[src/design/dsd_pkg.sv]
`default_nettype none

package dsd_pkg;

  // Field widths fixed by the symbol stream format.
  localparam int RESID_W  = 2;
  localparam int DCODE_W  = 4;
  localparam int INDEX_W  = 12;
  localparam int SAMPLE_W = 16;

  // Packed beat widths: slave tdata carries 34 bits of fields, padded to 40.
  localparam int S_TDATA_W = 40;
  localparam int S_TUSER_W = 2;
  localparam int M_TDATA_W = 16;

  // Residual code that escapes to a dictionary literal.
  localparam logic [RESID_W-1:0] ESCAPE_CODE = 2'd3;

  // A delta code step is 64, a left shift by six.
  localparam int DELTA_SHIFT = 6;

  // Stored values carry an offset of 32768 against the signed sample.
  localparam logic [SAMPLE_W-1:0] SAMPLE_OFFSET = 16'h8000;

  // Kind of an input beat.
  typedef enum logic {
    OP_LOAD   = 1'b0,
    OP_DECODE = 1'b1
  } op_t;

  // Control that travels with an item from the table read to reconstruction.
  typedef struct packed {
    logic                dec;
    logic                literal;
    logic                in_range;
    logic [RESID_W-1:0]  resid;
    logic [DCODE_W-1:0]  dcode;
  } dsd_ctl_t;

endpackage

`default_nettype wire

[src/design/dsd_recon.sv]
`default_nettype none

module dsd_recon
  import dsd_pkg::*;
#(
  parameter int DELTA_CODE_BITS = 4
) (
  input  wire logic                clk,
  input  wire logic                rst,
  // Item entering the reconstruction stage.
  input  wire logic                in_accept,
  input  wire dsd_ctl_t            in_ctl,
  output logic                     in_ready,
  // Dictionary read data for the item in this stage.
  input  wire logic [SAMPLE_W-1:0] rd_data,
  // Output register.
  output logic                     out_valid,
  input  wire logic                out_ready,
  output logic [SAMPLE_W-1:0]      out_sample,
  output logic                     out_literal
);

  localparam logic [7:0] DCODE_MASK = 8'((1 << DELTA_CODE_BITS) - 1);
  // Bias times step, plus one for the residual code offset.
  localparam logic [SAMPLE_W-1:0] DELTA_OFFSET =
    SAMPLE_W'(((1 << (DELTA_CODE_BITS - 1)) << DELTA_SHIFT) + 1);

  logic                v1;
  dsd_ctl_t            ctl1;
  logic [SAMPLE_W-1:0] prev_value;
  logic [SAMPLE_W-1:0] value;
  logic [SAMPLE_W-1:0] delta;
  logic [7:0]          dcode_m;
  logic                out_free;
  logic                adv1;
  logic                emit;

  // The stage moves on when its item has no result or the output register is free.
  assign out_free = !out_valid || out_ready;
  assign adv1     = !ctl1.dec || out_free;
  assign in_ready = !v1 || adv1;
  assign emit     = v1 && ctl1.dec && out_free;

  // Stage valid and item control.
  always_ff @(posedge clk) begin
    if (rst) begin
      v1 <= 1'b0;
    end else if (in_ready) begin
      v1 <= in_accept;
    end
  end

  always_ff @(posedge clk) begin
    if (in_accept) begin
      ctl1 <= in_ctl;
    end
  end

  // Delta path: previous value plus scaled code plus residual minus the offset, modulo 2^16.
  always_comb begin
    dcode_m = 8'(ctl1.dcode) & DCODE_MASK;
    delta   = (SAMPLE_W'(dcode_m) << DELTA_SHIFT) + SAMPLE_W'(ctl1.resid) - DELTA_OFFSET;
    if (ctl1.literal) begin
      value = ctl1.in_range ? rd_data : '0;
    end else begin
      value = prev_value + delta;
    end
  end

  // Previous stored value follows each emitted sample.
  always_ff @(posedge clk) begin
    if (rst) begin
      prev_value <= '0;
    end else if (emit) begin
      prev_value <= value;
    end
  end

  // Output register.
  always_ff @(posedge clk) begin
    if (rst) begin
      out_valid <= 1'b0;
    end else if (out_free) begin
      out_valid <= emit;
    end
  end

  always_ff @(posedge clk) begin
    if (emit) begin
      out_sample  <= value - SAMPLE_OFFSET;
      out_literal <= ctl1.literal;
    end
  end

  // A result beat only starts from a decode item in this stage.
  assert property (@(posedge clk) disable iff (rst)
    $rose(out_valid) |-> $past(v1 && ctl1.dec))
    else $error("output valid rose without a decode item");

  // A stalled item keeps its control.
  assert property (@(posedge clk) disable iff (rst)
    (v1 && !adv1) |=> (v1 && $stable(ctl1)))
    else $error("stalled item changed");

  // The literal flag of an emitted item reaches the output register.
  assert property (@(posedge clk) disable iff (rst)
    emit |=> (out_valid && (out_literal == $past(ctl1.literal))))
    else $error("emitted item lost or literal flag wrong");

  // The previous value changes only when a sample is emitted.
  assert property (@(posedge clk) disable iff (rst)
    !emit |=> $stable(prev_value))
    else $error("previous value changed without a sample");

endmodule

`default_nettype wire

[config.mk]
export PLATFORM = sky130hd
export DESIGN_NAME = dsd_recon
export DESIGN_NICKNAME = d
export VERILOG_FILES = /design/src/design/dsd_pkg.sv /design/src/design/dsd_recon.sv
export SDC_FILE = /design/constraint.sdc
export NUM_CORES = 1
export LEC_CHECK = 0
export BUFFER_PORTS_ARGS = -buffer_cell sky130_fd_sc_hd__buf_2
export CAP_MARGIN = 10
export CORE_MARGIN = 4
export CORE_UTILIZATION = 30
export DETAILED_ROUTE_END_ITERATION = 10
export PLACE_DENSITY = 0.58
export SETUP_SLACK_MARGIN = 0.15
export SLEW_MARGIN = 20
export SYNTH_ARGS = -nofsm -noshare
export SYNTH_HDL_FRONTEND = slang
export SYNTH_SLANG_ARGS = --single-unit
[constraint.sdc]
create_clock -name clk -period 2.6 [get_ports clk]
set_input_delay 0.52 -clock clk [delete_from_list [all_inputs] [get_ports clk]]
set_output_delay 0.52 -clock clk [all_outputs]
set_load 0.1 [all_outputs]
==> results of run 1 <==
## sequential cells by signal, summed over array words and instances (netlist names)
name         flops
out_literal      1
v1               1
out_valid        1
out_sample      16
prev_value      16
ctl1             9
## power by group through the flow
stage / combinational (uW) / clock (uW) / sequential [uW]
final: 700 / 519 / 812
after detailed placement: 571 / 0 / 826
after floorplan: 310 / 0 / 919
after CTS: 628 / 532 / 811
after global routing: 758 / 558 / 817
after global placement: 568 / 0 / 826
## repair_timing
item | 4_1_cts | 5_1_grt
pin swaps | 33 | 35
gates resized for setup | 28 | 34
setup buffers | 7 | 4
setup endpoints to repair | 18 | 21
## cell families after synthesis
family	Yosys count	share of synthesized area, %
XOR/XNOR	11	3.677
buffers and inverters	25	5.683
AO/OA/AOI/OAI	75	20.01
AND/OR/NAND/NOR	90	16.28
flip-flops	44	43.55
multiplexers	5	1.910
adder cells (fa/ha/maj)	18	8.882
## routing by layer
metal	GRT usage, %	wire length (um)	vias up
met4	3.988	124	0
met1	16.96	3072	1042
li1	-	-	1156
met2	22.38	3347	38
met3	2.617	269	8
met5	0	0	-
## synthesized netlist by cell type (5+ instances only)
library cell,instances,area (um2)
a311oi_1,5,43.79
a21oi_1,20,100.1
clkbuf_1,6,22.52
nor2_1,29,108.9
nand2_1,26,97.59
ha_1,17,212.7
edfxtp_1,26,780.8
xor2_1,7,61.31
mux2i_1,5,50.05
nor3_1,9,45.04
o21ai_0,13,65.06
inv_1,11,41.29
dfxtp_1,18,360.4
## worst reg2reg max path, cell delays in order, from the launching register on
cell      delay [ns]
edfxtp_1        0.38
inv_2           0.06
ha_4            0.17
buf_12          0.12
ha_4            0.14
xor2_1          0.14
ha_1            0.34
a21o_1          0.20
a211o_1         0.26
a21o_1          0.19
a21oi_2         0.17
mux2i_1         0.24
nand2_1         0.07
## cells in the final DEF (no fill, tap or decap), types with 9 or more instances in the layout
master	n
o21ai_2	9
a21oi_1	12
nand2_1	24
nor2_1	29
ha_1	9
dfxtp_1	18
buf_4	39
edfxtp_1	26
buf_2	47
## through the flow
stage          cell area, um2  worst slack [ns]
3_3_place_gp             3198           -0.1304
2_1_floorplan            2676           0.06970
6_report                 3657           -0.1211
5_1_grt                  3657           -0.2332
4_1_cts                  3452          -0.09999
3_5_place_dp             3198           -0.1592
## area by class of cell
cell class | instances | area, um2
Clock buffer | 5 | 68.82
Clock inverter | 3 | 37.54
Fill cell | 805 | 4683
Inverter | 11 | 43.79
Multi-Input combinational cell | 199 | 1619
Sequential cell | 44 | 1141
Tap cell | 105 | 131.4
Timing Repair Buffer | 93 | 615.6
## path summary, 6_finish.rpt
check | startpoint | endpoint | slack (ns) | depth (start not counted)
worst min register to register | v1 | out_valid | 0.48 | 2
worst min-delay path | in_ctl[8] | ctl1[8] | 0.39 | 1
worst max register to register | ctl1[4] | out_sample[10] | -0.12 | 12
worst max-delay path | ctl1[4] | out_sample[10] | -0.12 | 12
==> Implementation_results.wiki, run 1 <==
{| class="wikitable"
! Metric !! Value
|-
| Run status || complete, but fails checks
|-
| Failing checks || negative setup slack
|-
| Worst Setup End Kind || register
|-
| Post-Synthesis Cells || 268
|-
| Clock tree from TritonCTS || done
|-
| Num ports || 48
|-
| Drt pass-1 iters || 4
|-
| Final clock period utilization by the worst path || 104.7%
|-
| Worst-skew pair later-pin latency || 0.30 ns
|-
| Placeable core region || 8341 um2
|-
| Post-synth design cell area || 2620 um2
|-
| Number of standard-cell rows in the floorplan || 33
|-
| Clock root buffer || clkbuf_8
|-
| Headroom to the max-slew limit || 55.38%
|-
| Post-route setup TNS || -0.3107 ns
|-
| Worst-case hold slack || 0.3872 ns
|-
| Pint || 1372 uW
|-
| Crit Path Category || reg -> reg
|-
| Detail-routed net length per standard cell || 14.81 um
|-
| Post-synthesis net count || 315
|-
| Fmax || 367.5 MHz
|-
| Signed area change from the synthesized netlist to the final layout || 39.59%
|-
| GRT Util Overall || 13.20%
|-
| Starting DRC count in detailed routing || 130
|-
| CTS clock-pin slew for the worst setup and hold paths || 0.08 ns
|-
| Reported max-cap violation count || 0
|-
| Number of flip-flops and latches in the synthesized netlist || 44
|-
| Share of the core filled with cells in the final layout || 43.85%
|-
| Share of power burned in combinational logic || 34.5%
|-
| Fin crit period || 2.721 ns
|-
| CP max stage cell || edfxtp_1
|-
| Via Count || 2,244
|-
| CTS Buffer Depth || 2
|-
| TritonCTS Sinks || 44
|-
| Fraction of final layout cells with drive strength greater than 1 || 43.38%
|-
| Placer's final routability congestion estimate || 0.9178
|-
| Reported net switching power || 659.5 uW
|-
| Worst endpoint required time || 2.65 ns
|-
| Unrepaired setup endpoints after global routing || true
|-
| Height of the die || 101.5 um
|-
| Hold-fix buffers, CTS || 0
|-
| Critical-path maximum fanout || 4
|-
| Clock power frac || 25.5%
|-
| Number of placed instances with taps included || 441
|-
| Number of diodes || 0
|-
| Initial antenna violation count || 0
|-
| Worst hold path class || in -> reg
|-
| Switching fraction of total power || 32.47%
|-
| Seq/Total Area, Yosys || 43.55%
|-
| Worst ir drop on vdd || 0.2330 mV
|-
| Global-route congestion overflow total || 0
|-
| Port-buffer cells || 47
|-
| CP peak stage delay || 0.38 ns
|-
| Final Power || 2031 uW
|-
| Crit path setup slack, layout || -0.1211 ns
|-
| Primary FF master, synth || edfxtp_1
|-
| Final-report setup violation count || 7
|-
| Crit path DAT || 2.78 ns
|-
| Worst path top cell family by delay || compound AO/OA/AOI/OAI gates
|-
| Avg Vias per Cell || 4.878
|-
| Total die area || 10,290 um2
|-
| Hold violation total from the final report || 0
|-
| Share of async-settable or async-resettable flops after synthesis || 0%
|-
| Filler-free cell count of the finished design || 460
|-
| Worst setup skew after layout || 0.008354 ns
|-
| Seq pwr share || 40.0%
|-
| Initial Util || 31.41%
|-
| Actual slew at the worst max-slew pin || 0.6693 ns
|-
| H-tree levels || 2
|-
| Leakage component of the power || 0.001530 uW
|-
| Number of global-route vias before repair || 2,210
|-
| Distinct cell type count of the synthesized netlist || 51
|-
| Final Net Count || 401
|-
| Cells along the critical path || inv_2 -> ha_4 -> buf_12 -> ha_4 -> xor2_1 -> ha_1 -> a21o_1 -> a211o_1 -> a21o_1 -> a21oi_2 -> mux2i_1 -> nand2_1
|-
| Largest net degree at the start of global routing || 25
|-
| Mean instance size in the synthesized netlist || 9.776 um2
|-
| Number of buffer and inverter instances along the worst setup path || 2
|-
| Nature of the critical path startpoint || register
|-
| Drc violations || 0
|-
| Final count of pins violating max slew || 0
|-
| Chip Width || 101.5 um
|-
| Count of flip-flops with a built-in enable after synthesis || 26
|-
| Total Wirelength || 6814 um
|-
| Wire length of the first global-routing pass || 10,540 um
|-
| Power per cell area || 555.4 nW/um2
|-
| Yosys synthesis warning count || 0
|-
| CTS Buf Count || 5
|-
| Remaining antenna violation count || 0
|-
| Total half-perimeter wirelength after legalization and detailed placement || 4813 um
|}
(Power assumes the default switching activity.)
==> run 2: changes to the inputs <==
--- a/config.mk
+++ b/config.mk
@@ -12,6 +12,7 @@
 export DETAILED_ROUTE_END_ITERATION = 10
 export PLACE_DENSITY = 0.58
 export SETUP_SLACK_MARGIN = 0.15
+export SKIP_LAST_GASP = 1
 export SLEW_MARGIN = 20
 export SYNTH_ARGS = -nofsm -noshare
 export SYNTH_HDL_FRONTEND = slang
==> run 2 against run 1 <==
The flow still finishes with violations (negative setup slack). Global-route usage is the same. Clock power about the same. Maximum frequency fell by 1.5%.
==> Implementation_results.wiki, run 2 (same netlist as run 1, synthesis figures left out) <==
{| class="wikitable"
! Metric !! Value
|-
| Run status || complete, but fails checks
|-
| Failing checks || negative setup slack
|-
| Initial antenna violation count || 0 (unchanged)
|-
| GR peak layer || met2
|-
| Nature of the critical path startpoint || register
|-
| Clock root buffer || clkbuf_8
|-
| TritonCTS Sinks || 44 (unchanged)
|-
| Worst setup skew after layout || 0.008205 ns (-0.0001499 ns)
|-
| Remaining antenna violation count || 0 (unchanged)
|-
| CTS Buf Count || 5 (unchanged)
|-
| Worst ir drop on vdd || 0.2330 mV (about the same)
|-
| Total half-perimeter wirelength after legalization and detailed placement || 4813 um (unchanged)
|-
| Headroom to the max-slew limit || 55.80% (+0.42 points)
|-
| Share of the core filled with cells in the final layout || 43.46% (-0.39 points)
|-
| Final count of pins violating max slew || 0 (unchanged)
|-
| Port-buffer cells || 47 (unchanged)
|-
| Drt pass-1 iters || 4 (unchanged)
|-
| Drc violations || 0 (unchanged)
|-
| Power per cell area || 556.1 nW/um2 (+0.13%)
|-
| Total die area || 10,290 um2 (unchanged)
|-
| Wire length of the first global-routing pass || 10,540 um (unchanged)
|-
| Starting DRC count in detailed routing || 107 (-18%)
|-
| Hold Path Sink || ctl1[8]
|-
| Final-report setup violation count || 8 (+1)
|-
| Hold-fix buffers, CTS || 0 (unchanged)
|-
| Final Power || 2016 uW (-0.76%)
|-
| Worst hold path class || in -> reg
|-
| CTS clock-pin slew for the worst setup and hold paths || 0.08 ns (about the same)
|-
| Crit path DAT || 2.82 ns (+0.04 ns)
|-
| Placer's final routability congestion estimate || 0.9178 (unchanged)
|-
| Crit path setup slack, layout || -0.1631 ns (-0.04201 ns)
|-
| Hold violation total from the final report || 0 (unchanged)
|-
| Worst endpoint required time || 2.66 ns (about the same)
|-
| DP Worst Slack || -0.1592 ns (unchanged)
|-
| Final Net Count || 401 (unchanged)
|-
| Reported max-cap violation count || 0 (unchanged)
|-
| CTS Buffer Depth || 2 (unchanged)
|-
| Number of global-route vias before repair || 2,210 (unchanged)
|-
| Height of the die || 101.5 um (unchanged)
|-
| Start of the worst register-to-register path || ctl1[4]
|-
| Avg Vias per Cell || 4.922 (+0.89%)
|-
| Global-route congestion overflow total || 0 (unchanged)
|-
| Number of diodes || 0 (unchanged)
|-
| Worst setup slack for register-to-register paths || -0.16 ns (-0.04 ns)
|-
| Total Wirelength || 6778 um (-0.53%)
|-
| Chip Width || 101.5 um (unchanged)
|-
| Crit Reg-Reg Endpoint || out_sample[10]
|-
| Cells on Worst Hold Path || 1 (unchanged)
|-
| Met1 usage || 16.96% (unchanged)
|-
| Met2 Resource Use GR || 22.38% (unchanged)
|-
| Final clock period utilization by the worst path || 106.3% (+1.6 points)
|-
| Fin crit period || 2.763 ns (+0.04201 ns)
|-
| Number of fillers in the final layout || 819 (+1.7%)
|-
| Actual slew at the worst max-slew pin || 0.6630 ns (-0.006300 ns)
|-
| Worst hold start || in_ctl[8]
|-
| Biggest registers after layout || out_sample: 16 flops, prev_value: 16 flops, ctl1: 9 flops
|-
| Num ports || 48 (unchanged)
|-
| Commonest non-fill, non-tap cells in the layout || buf_2, buf_4, nor2_1, edfxtp_1, nand2_1
|-
| Unrepaired setup endpoints after global routing || true
|-
| Crit Path Category || reg -> reg
|-
| Post-route setup TNS || -0.5175 ns (-0.2068 ns)
|-
| Signed area change from the synthesized netlist to the final layout || 38.35%
|-
| Worst Setup End Kind || register
|-
| Detail-routed net length per standard cell || 14.73 um (-0.53%)
|-
| R2R cell count || 12 (unchanged)
|-
| H-tree levels || 2 (unchanged)
|-
| CP max stage cell || edfxtp_1
|-
| GR met3 Demand/Resource || 2.617% (unchanged)
|-
| Fmax || 361.9 MHz (-1.5%)
|-
| CP peak stage delay || 0.38 ns (about the same)
|-
| Cells along the critical path || inv_2 -> ha_4 -> buf_12 -> ha_4 -> xor2_1 -> ha_1 -> a21o_1 -> a211o_1 -> a21o_1 -> a21oi_2 -> mux2i_1 -> nand2_1
|-
| Worst-skew pair later-pin latency || 0.30 ns (about the same)
|-
| Leakage component of the power || 0.001520 uW (-0.66%)
|-
| Clock tree from TritonCTS || done
|-
| Via Count || 2,264 (+0.89%)
|-
| Placeable core region || 8341 um2 (unchanged)
|-
| Leading cell type in the layout, fill and taps excluded || buf_2
|-
| Initial Util || 31.41% (unchanged)
|-
| Largest net degree at the start of global routing || 25 (unchanged)
|-
| Fraction of final layout cells with drive strength greater than 1 || 42.54% (-0.85 points)
|-
| Number of standard-cell rows in the floorplan || 33 (unchanged)
|-
| GRT Util Overall || 13.20% (unchanged)
|-
| Critical-path maximum fanout || 4 (unchanged)
|}
-- run 2: cell counts in the layout (fill, tap and decap cells not counted) --
No cell type changed its count.
-- run 2: per-layer routing --
layer,share of wire [%],vias to the layer above,wire [um]
li1,-,1157,-
met1,44,1043,2958
met2,49,56,3350
met3,5.5,8,372
met4,1.4,0,96
met5,0,-,0
-- run 2: final cells by class --
| cell class | instances | area [um2] | area share [%] |
|---|---|---|---|
| Clock buffer | 5 | 68.82 | 1.899 |
| Clock inverter | 3 | 37.54 | 1.036 |
| Inverter | 11 | 43.79 | 1.208 |
| Multi-Input combinational cell | 199 | 1590 | 43.87 |
| Sequential cell | 44 | 1141 | 31.48 |
| Tap cell | 105 | 131.4 | 3.624 |
| Timing Repair Buffer | 93 | 611.8 | 16.88 |
-- run 2: metrics by stage --
| step | hold WS (ns) | cells | area (um2) |
|---|---|---|---|
| floorplan | 0.4406 | 268 | 2676 |
| global placement | 0.4538 | 441 | 3198 |
| detailed placement | 0.4613 | 441 | 3198 |
| CTS | 0.3758 | 456 | 3452 |
| global route | 0.3702 | 460 | 3625 |
| finish | 0.3854 | 460 | 3625 |
-- run 2: critical path, delay by kind of cell, from the launching register on --
family	cells	cell delay [ns]
DFF	1	0.38
adders and majority gates	3	0.65
AOI/OAI and AO/OA	4	0.84
buffers and inverters	2	0.18
and+or+nand+nor	1	0.07
xor gates and xnor gates	1	0.14
muxes	1	0.24
-- run 2: how the worst max path moves through the flow --
| stage | slack [ns] | depth (start not counted) | end | from |
|---|---|---|---|---|
| 5_1_grt | -0.23 | 12 | out_sample[10] | ctl1[4] |
| 3_5_place_dp | -0.16 | 11 | prev_value[15] | ctl1[5] |
| 3_3_place_gp | -0.13 | 11 | prev_value[15] | ctl1[5] |
| 2_1_floorplan | 0.07 | 11 | out_sample[15] | ctl1[4] |
| 4_1_cts | -0.1 | 12 | out_sample[10] | ctl1[4] |
| 6_report | -0.16 | 12 | out_sample[10] | ctl1[4] |
-- run 2: report_power, final --
group          internal (uW)  switching (uW)  leakage [uW]
clock network            280             238     0.0000532
logic                    294             391       0.00107
registers                789            23.0      0.000393
-- run 2: timing repair --
action | 4_1_cts | 5_1_grt
setup endpoints to repair | 18 | 21
setup buffers | 7 | 4
pin swaps | 32 | 33
resized for setup | 28 | 28
